[src/sv/assert_macros.svh]
// Assertion macros shared by the pending entry table RTL.
`ifndef ASSERT_MACROS_SVH
`define ASSERT_MACROS_SVH

// Property must hold at every clock edge outside reset.
`define PET_ASSERT(name, prop, msg) \
	name: assert property (@(posedge clk) disable iff (!arst_n) prop) else $error(msg);

// Condition must never be seen at a clock edge outside reset.
`define PET_NEVER(name, cond, msg) \
	name: assert property (@(posedge clk) disable iff (!arst_n) !(cond)) else $error(msg);

`endif

[src/sv/pet_pkg.sv]
// Shared types and codes of the pending entry table.
`default_nettype none
package pet_pkg;
	// Most entries one remove request may emit
	localparam int MAX_RESULTS = 32;

	// Operation codes, equal to the action field encoding
	typedef enum logic [1:0] {
		OP_INSERT = 2'd0,
		OP_AGE    = 2'd1,
		OP_REMOVE = 2'd2,
		OP_NOP    = 2'd3
	} op_t;

	// Result status codes
	localparam logic [1:0] ST_OK      = 2'd0;
	localparam logic [1:0] ST_REFRESH = 2'd1;
	localparam logic [1:0] ST_FULL    = 2'd2;
	localparam logic [1:0] ST_REMOVED = 2'd3;

	localparam logic [5:0] OCC_MAX = 6'd63;

	// Classified command handed from front to back
	typedef struct packed {
		op_t         op;
		logic [7:0]  chain;
		logic [63:0] height;
		logic [63:0] block;
		logic [31:0] now;
		logic [31:0] cutoff;
	} cmd_t;
endpackage
`default_nettype wire

[src/sv/pet_front.sv]
// Front end: decodes the request beat and computes the aging cutoff.
`default_nettype none
module pet_front (
	input  wire logic [1:0]  action,
	input  wire logic [7:0]  chain_id,
	input  wire logic [63:0] height,
	input  wire logic [63:0] block_id,
	input  wire logic [31:0] now,
	input  wire logic [31:0] max_age,
	output pet_pkg::cmd_t    cmd
);
	// Cutoff saturates at zero
	always_comb begin
		cmd.op     = pet_pkg::op_t'(action);
		cmd.chain  = chain_id;
		cmd.height = height;
		cmd.block  = block_id;
		cmd.now    = now;
		cmd.cutoff = (now > max_age) ? (now - max_age) : 32'd0;
	end
endmodule
`default_nettype wire

[config.mk]
export PLATFORM = sky130hd
export DESIGN_NAME = pet_front
export DESIGN_NICKNAME = d
export VERILOG_FILES = /design/src/sv/assert_macros.svh /design/src/sv/pet_pkg.sv /design/src/sv/pet_front.sv
export SDC_FILE = /design/constraint.sdc
export NUM_CORES = 1
export LEC_CHECK = 0
export BUFFER_PORTS_ARGS = -buffer_cell sky130_fd_sc_hd__buf_2
export CORE_AREA = 2 2 157 159
export DETAILED_ROUTE_END_ITERATION = 7
export DIE_AREA = 0 0 159 161
export SLEW_MARGIN = 20
export SYNTH_ARGS = -nofsm -noshare
export SYNTH_HDL_FRONTEND = slang
export SYNTH_SLANG_ARGS = --single-unit
[constraint.sdc]
create_clock -name vclk -period 4.9
set_input_delay 0.245 -clock vclk [all_inputs]
set_output_delay 0.245 -clock vclk [all_outputs]
set_load 0.05 [all_outputs]
==> out/metrics.yaml <==
status:
  status: "complete, no violations"
cells_and_area:
  layout-drive-gt1-share: 0.328
  area_growth_pct: -8.91
  register_area_um2: 0
  layout.nets: 694
  nClkBuffers: 0
  fin_area_um2: 3250
  seq_cell_count: 0
  antenna_cells: 0
yosys:
  syn_inst: 515
  synth-seq-area-share: 0
  synth_cell_types: 63
  avgSynthCellArea_um2: 6.93
  syn-num-nets: 750
  yosysWarnings: 0
  syn-cell-area_um2: 3570
critical_path:
  path_buf_inv: 4
  required_ns: 4.66
  crit_fanout: 17
  cp_slowest_cell: "a21boi_4"
  crit_type: "in -> out"
  crit_path_end_kind: "output port"
  crit_family: "compound AO/OA/AOI/OAI gates"
  cp_slowest_stage_delay_ns: 0.59
  critPathLaunchType: "input port"
  cp.arrival_ns: 3.22
  path_common_cell: "buf_2"
  path_cells: "buf_2 -> inv_1 -> ha_1 -> fa_1 -> and2b_1 -> o2111ai_1 -> a21oi_1 -> o211ai_1 -> o21ai_1 -> a21boi_4 -> buf_4 -> nor2_1 -> buf_2"
detailed_routing:
  vias_per_cell: 3.95
  ant_nets: 0
  wl_um: 13000
  drc: 0
  drt_iter0_markers: 98
  post_drt_wl_per_cell_um: 16.6
  vias: 3084
  firstDrtPassIters: 4
global_routing:
  grt_max_degree: 18
  grt_use_met1: 0.113
  track_usage: 0.0948
  overflow: 0
  grt_pass1_wl_um: 18800
  antenna_found_initial: 0
  grt_pass1_vias: 3060
  grtUsageMet2: 0.160
  grt_use_met3: 0.0265
  grt_busiest_layer: "met2"
place:
  placed_area_um2: 3250
  post-dp-hpwl_um: 11600
  dp_worst_setup_slack_ns: 1.32
  io_buffer_count: 128
  place_congestion: 0.775
die:
  fp-row-count: 57
  dieHeight_um: 161
  coreArea_um2: 24000
  initial_core_util: 0.149
  die_x_um: 159
  die_area_um2: 25600
  ios: 404
power_and_ir_drop:
  p_leak_nw: 1.61
  peakVddDrop_v: 0.0000747
  cellPowerDensity_nw_per_um2: 187
  power_w: 0.000609
clock_tree:
  cts_hold_buf: 0
  cts_resized: 0
  cts_setup_buffers: 0
sta:
  setup-violations-final: 0
  timing.final.crit_period_ns: 3.46
  max_slew_margin: 0.551
  worst_pin_slew_ns: 0.672
  setup_ws_ns: 1.44
  timing_hold_violations_final: 0
  maxSlewViolCount: 0
  rsz0062_at_grt: "false"
  period_share: 0.707
  tns_ns: 0
  fmax_mhz: 289
min_path:
  min_path_type: "in -> out"
run:
  maxCapViolCount: 0
==> cells by family (layout without fill, tap and decap cells) <==
logic type,after synthesis,count (layout),synth area share
buffers and inverters,222,164,0.421
adders and majority gates,33,33,0.118
and+or+nand+nor,127,127,0.186
xor gates and xnor gates,21,21,0.0516
AOI/OAI and AO/OA,111,111,0.220
muxes,1,1,0.00281
==> per-stage QoR <==
step                      instances  utilization  hold slack (ns)
after floorplan                 515            -            0.657
after global placement          781        0.136            0.490
after detailed placement        781        0.136            0.490
after CTS                       781        0.136            0.490
after global routing            781        0.136            0.490
final                           781        0.136            0.490
==> per-layer routing <==
metal,part of all wire,vias up
li1,-,1477
met3,0.092,62
met2,0.46,199
met1,0.40,1346
met5,0,-
met4,0.046,0
==> placed cells by master (no fill, tap or decap), types with 2 or more instances in the layout <==
cell type	synthesis	final
a21oi_1	27	27
a211oi_1	4	4
inv_1	35	35
a21o_1	13	13
ha_1	32	32
buf_2	11	128
xnor2_1	12	12
and2_1	3	3
o21ai_2	2	2
o21bai_1	4	4
nand3_1	10	10
nor2_1	38	38
a31oi_1	5	5
nor4_2	2	2
a21oi_2	2	2
a2111oi_2	2	2
nand2b_1	5	5
o31ai_1	3	3
a2111oi_0	2	2
nor3_1	4	4
xor2_1	9	9
nor2b_1	6	6
o21ai_0	19	19
or3_1	2	2
nand4_1	10	10
o21a_1	4	4
nand2_1	31	31
o21ai_1	5	5
and3_1	5	5
o211ai_1	3	3
==> cell type report <==
cell class	instances	area [um2]
fill	2865	20700
inverter	35	131
multi-input combinational	293	2060
tap	324	405
timing repair buffer	129	648
==> cell usage after synthesis, types with 3 or more instances <==
cell / instances / area share
nand2b_1: 5 / 0.0088
o21bai_1: 4 / 0.0084
o31ai_1: 3 / 0.0063
buf_2: 11 / 0.015
nor3_1: 4 / 0.0056
and3_1: 5 / 0.0088
nor2_1: 38 / 0.040
a21o_1: 13 / 0.027
nor2b_1: 6 / 0.011
a211oi_1: 4 / 0.0084
ha_1: 32 / 0.11
buf_4: 172 / 0.36
a31oi_1: 5 / 0.0088
xor2_1: 9 / 0.022
a21oi_1: 27 / 0.038
nand3_1: 10 / 0.014
o21ai_0: 19 / 0.027
nand2_1: 31 / 0.033
o21ai_1: 5 / 0.0070
inv_1: 35 / 0.037
xnor2_1: 12 / 0.029
o211ai_1: 3 / 0.0063
o21a_1: 4 / 0.0084
nand4_1: 10 / 0.018
and2_1: 3 / 0.0053
==> power breakdown <==
part	internal, W	switching [W]	total, W
combinational	0.000175	0.000434	0.000609
sequential	0	0	0
clock	0	0	0
==> final timing paths <==
kind	from	slack, ns	to	cells after the start
min	height[21]	0.49	cmd[149]	0
max	now[0]	1.44	cmd[5]	13
(Power assumes the default switching activity.)
