--- src/sv/assert_macros.svh ---
// Assertion macros shared by the pending entry table RTL.
`ifndef ASSERT_MACROS_SVH
`define ASSERT_MACROS_SVH

// Property must hold at every clock edge outside reset.
`define PET_ASSERT(name, prop, msg) \
	name: assert property (@(posedge clk) disable iff (!arst_n) prop) else $error(msg);

// Condition must never be seen at a clock edge outside reset.
`define PET_NEVER(name, cond, msg) \
	name: assert property (@(posedge clk) disable iff (!arst_n) !(cond)) else $error(msg);

`endif

--- src/sv/pet_pkg.sv ---
// Shared types and codes of the pending entry table.
`default_nettype none
package pet_pkg;
	// Most entries one remove request may emit
	localparam int MAX_RESULTS = 32;

	// Operation codes, equal to the action field encoding
	typedef enum logic [1:0] {
		OP_INSERT = 2'd0,
		OP_AGE    = 2'd1,
		OP_REMOVE = 2'd2,
		OP_NOP    = 2'd3
	} op_t;

	// Result status codes
	localparam logic [1:0] ST_OK      = 2'd0;
	localparam logic [1:0] ST_REFRESH = 2'd1;
	localparam logic [1:0] ST_FULL    = 2'd2;
	localparam logic [1:0] ST_REMOVED = 2'd3;

	localparam logic [5:0] OCC_MAX = 6'd63;

	// Classified command handed from front to back
	typedef struct packed {
		op_t         op;
		logic [7:0]  chain;
		logic [63:0] height;
		logic [63:0] block;
		logic [31:0] now;
		logic [31:0] cutoff;
	} cmd_t;
endpackage
`default_nettype wire

--- src/sv/pet_fifo.sv ---
// Two-entry command queue between front and back.
`default_nettype none
module pet_fifo (
	input  wire logic          clk,
	input  wire logic          arst_n,
	input  wire logic          push,
	input  wire pet_pkg::cmd_t push_cmd,
	output logic               full,
	input  wire logic          pop,
	output logic               head_valid,
	output pet_pkg::cmd_t      head_cmd
);
	pet_pkg::cmd_t ent_q [2];
	logic       wr_ptr_q;
	logic       rd_ptr_q;
	logic [1:0] cnt_q;

	assign full       = (cnt_q == 2'd2);
	assign head_valid = (cnt_q != 2'd0);
	assign head_cmd   = ent_q[rd_ptr_q];

	// Entry storage
	always_ff @(posedge clk) begin
		if (push) begin
			ent_q[wr_ptr_q] <= push_cmd;
		end
	end

	// Pointers and fill
	always_ff @(posedge clk or negedge arst_n) begin
		if (!arst_n) begin
			wr_ptr_q <= 1'b0;
			rd_ptr_q <= 1'b0;
			cnt_q    <= 2'd0;
		end else begin
			if (push) begin
				wr_ptr_q <= ~wr_ptr_q;
			end
			if (pop) begin
				rd_ptr_q <= ~rd_ptr_q;
			end
			case ({push, pop})
				2'b10:   cnt_q <= cnt_q + 2'd1;
				2'b01:   cnt_q <= cnt_q - 2'd1;
				default: cnt_q <= cnt_q;
			endcase
		end
	end
endmodule
`default_nettype wire

--- config.mk ---
export PLATFORM = sky130hd
export DESIGN_NAME = pet_fifo
export DESIGN_NICKNAME = d
export VERILOG_FILES = /design/src/sv/assert_macros.svh /design/src/sv/pet_pkg.sv /design/src/sv/pet_fifo.sv
export SDC_FILE = /design/constraint.sdc
export NUM_CORES = 1
export LEC_CHECK = 0
export ABC_CLOCK_PERIOD_IN_PS = 24900
export BUFFER_PORTS_ARGS = -buffer_cell sky130_fd_sc_hd__buf_4
export CORE_UTILIZATION = 35
export CTS_BUF_LIST = sky130_fd_sc_hd__clkbuf_8 sky130_fd_sc_hd__clkbuf_16
export DETAILED_ROUTE_END_ITERATION = 10
export GPL_TIMING_DRIVEN = 0
export SLEW_MARGIN = 20
export SYNTH_ARGS = -nofsm -noshare
export SYNTH_HDL_FRONTEND = slang
export SYNTH_SLANG_ARGS = --single-unit
--- constraint.sdc ---
create_clock -name clk -period 24.9 [get_ports clk]
set_input_delay 7.47 -clock clk [delete_from_list [all_inputs] [get_ports clk]]
set_output_delay 7.47 -clock clk [all_outputs]
set_load 0.03 [all_outputs]
==> results.ini <==
[clocking]
postCtsSetupBuffers=0
clk_latency_ns=0.56
clkSlewWorstSetupHoldPaths_ns=0.06
cts.htree.levels=2
cts_tree=done
clkSinkCount=408
cts_resized=0
holdBufCountCts=0
cts_root_buffer=clkbuf_16
cts_made_buffers=44
cts_max_path_buffers=3

[synth]
synth_area_per_cell_sq_um=24.0
synth_fa_ha_area_share_pct=0.0809
synthesis.area_sq_um=15500
synthXorXnorAreaFrac_pct=0.283
synth.area.mux_share_pct=18.8
postSynthCellCount=645
seq_area_frac_synth_pct=79.0
ys_ff_latch=408
synth_top_family_by_area=multiplexers
synth_area_leaders=edfxtp_1, mux2_4, mux2_2, buf_6, dfrtp_1
synth-simple-area-share_pct=0.170
synth_top_area_share_pct=78.4
yosysTopAreaCell=edfxtp_1
syn-num-nets=852
synth-compound-area-share_pct=0
yosys_warnings=0
synthDistinctLibCells=15

[global_route]
track_usage_pct=14.6
overflow=0
grt_pass1_vias=8246
grt_first_pass_wirelength_um=48700
grt_start_max_net_pins=50
antenna_found_initial=2

[sta]
fin_crit_sh_pct=37.7
report.final.setup_viol=0
relSlewSlack_pct=55.9
fmaxAchievable_mhz=106
hold_viol_final=0
slew_violations=0
rsz0062_at_grt=false
finClkSkew_ns=0.0193
fin_setup_tns_ns=0
min_period_ns=9.40
fin_ws_ns=15.50
worstMarginPinSlew_ns=0.659

[placement]
dp.cells=1653
place_ws_ns=15.32
dp_hpwl_um=24100
port_buffers=409
gp_congestion=0.700

[pwr]
leakagePower_nw=8.37
p_per_area_nw_per_um2=124
power.total_mw=2.61
peakVddDrop_v=0.0000743

[worst_setup_path]
cp_data_required_time_ns=17.43
cpPeakStageDelay_ns=0.34
cp_slowest_cell=mux2_4
end_kind=output port
critPathArrivalTime_ns=1.93
crit_fanout=10
worstPathCellList=buf_6 > buf_6 > buf_6 > mux2_4 > buf_4
cp-start-kind=register
path_class=reg -> out
timing.critical_path.mode_cell=buf_6
cp_top_family=buffers and inverters
cp.buffers_inverters=4

[hold_path]
hp-class=reg -> reg

[floorplan]
die_w_um=212
die_area_sq_um=45100
initial_core_util_pct=35.7
die_y_um=212
io-pin-count=410
core_sq_um=43400
rows=76

[outcome]
status=finished, final reports clean

[finish]
fin_util_pct=48.3
area_growth_pct=35.4
final_cells=1734
final_nets=1321
drive_above_1_share_pct=61.4
fillers=3738

[drt]
firstDrtPassIters=4
wl_um=33500
dr.first_iter.drc_count=301
post-route-drc-count=0
routedWlPerCell_um=19.3
vias=7573
drtAntennaViolNets=0
vias_per_cell=4.37

[run]
max-cap-violations=0

-- path summary, 6_finish.rpt --
check                                     startpoint                      to  slack [ns]  depth (start not counted)
worst max-delay path            rd_ptr_q$_DFFE_PN0P_           head_cmd[140]       15.50                          5
worst min-delay path            cnt_q[1]$_DFFE_PN0P_    cnt_q[1]$_DFFE_PN0P_        0.49                          1
worst max register to register  wr_ptr_q$_DFFE_PN0P_  ent_q[0][29]$_DFFE_PP_       22.59                          6
worst min register to register  cnt_q[1]$_DFFE_PN0P_    cnt_q[1]$_DFFE_PN0P_        0.49                          1
max in group asynchronous                     arst_n    cnt_q[1]$_DFFE_PN0P_       18.08                          1
min in group asynchronous                     arst_n    rd_ptr_q$_DFFE_PN0P_        6.71                          1
-- state kept, by name (all words and copies together) (netlist names) --
signal / count
ent_q: 404
cnt_q: 2
rd_ptr_q: 1
wr_ptr_q: 1
-- metrics by stage --
stage / instance area, sq um / hold slack [ns]
finish: 21000 / 0.488
global route: 21000 / 0.516
CTS: 21000 / 0.490
detailed placement: 19700 / 0.475
global placement: 19300 / 0.472
floorplan: 15500 / 0.447
-- synthesized netlist by cell type (all sizes together) --
cell and number:
xnor2 2, nor2b 1, dfrtp 4, and2 1, nor2 2, buf 23, ha 1, inv 1
edfxtp 404, or2 1, mux2 202, xor2 3
-- power by group --
group	switching (mW)	total, mW	internal (mW)
combinational	0.602	1.08	0.478
clock	0.252	0.588	0.336
sequential	0.0294	0.939	0.909
-- layer usage --
layer / track usage (%) / part of all wire (%)
met1: 15.9 / 38
met2: 25.3 / 50
met5: 0 / 0.033
met4: 5.14 / 2.4
met3: 6.09 / 9.8
-- area by class of cell --
cell class              instances  area (sq um)  share of cell area, %
flip-flops and latches        408         12200                   58.4
repair buffers                423          3430                   16.4
multi-input cells             213          3010                   14.3
clock buffers                  45          1130                   5.37
well taps                     585           732                   3.49
plain buffers                  23           244                   1.16
clock inverters                35           179                  0.854
inverters                       1          3.75                 0.0179
diodes                          1          2.50                 0.0119
-- cells in the final DEF, fill, tap and decap left out, drive strengths merged --
cell type,n
buf,446
edfxtp,404
mux2,202
clkbuf,45
inv,20
clkinv,15
dfrtp,4
xor2,3
xnor2,2
nor2,2
diode,1
and2,1
or2,1
nor2b,1
ha,1
bufinv,1
-- kinds of logic (layout without fill, tap and decap cells) --
logic type / Yosys count / after routing
XOR/XNOR: 5 / 5
adder cells (fa/ha/maj): 1 / 1
buffers and inverters: 24 / 527
flip-flops: 408 / 408
multiplexers: 202 / 202
other: 0 / 1
AND/OR/NAND/NOR: 5 / 5
(Power assumes the default switching activity.)
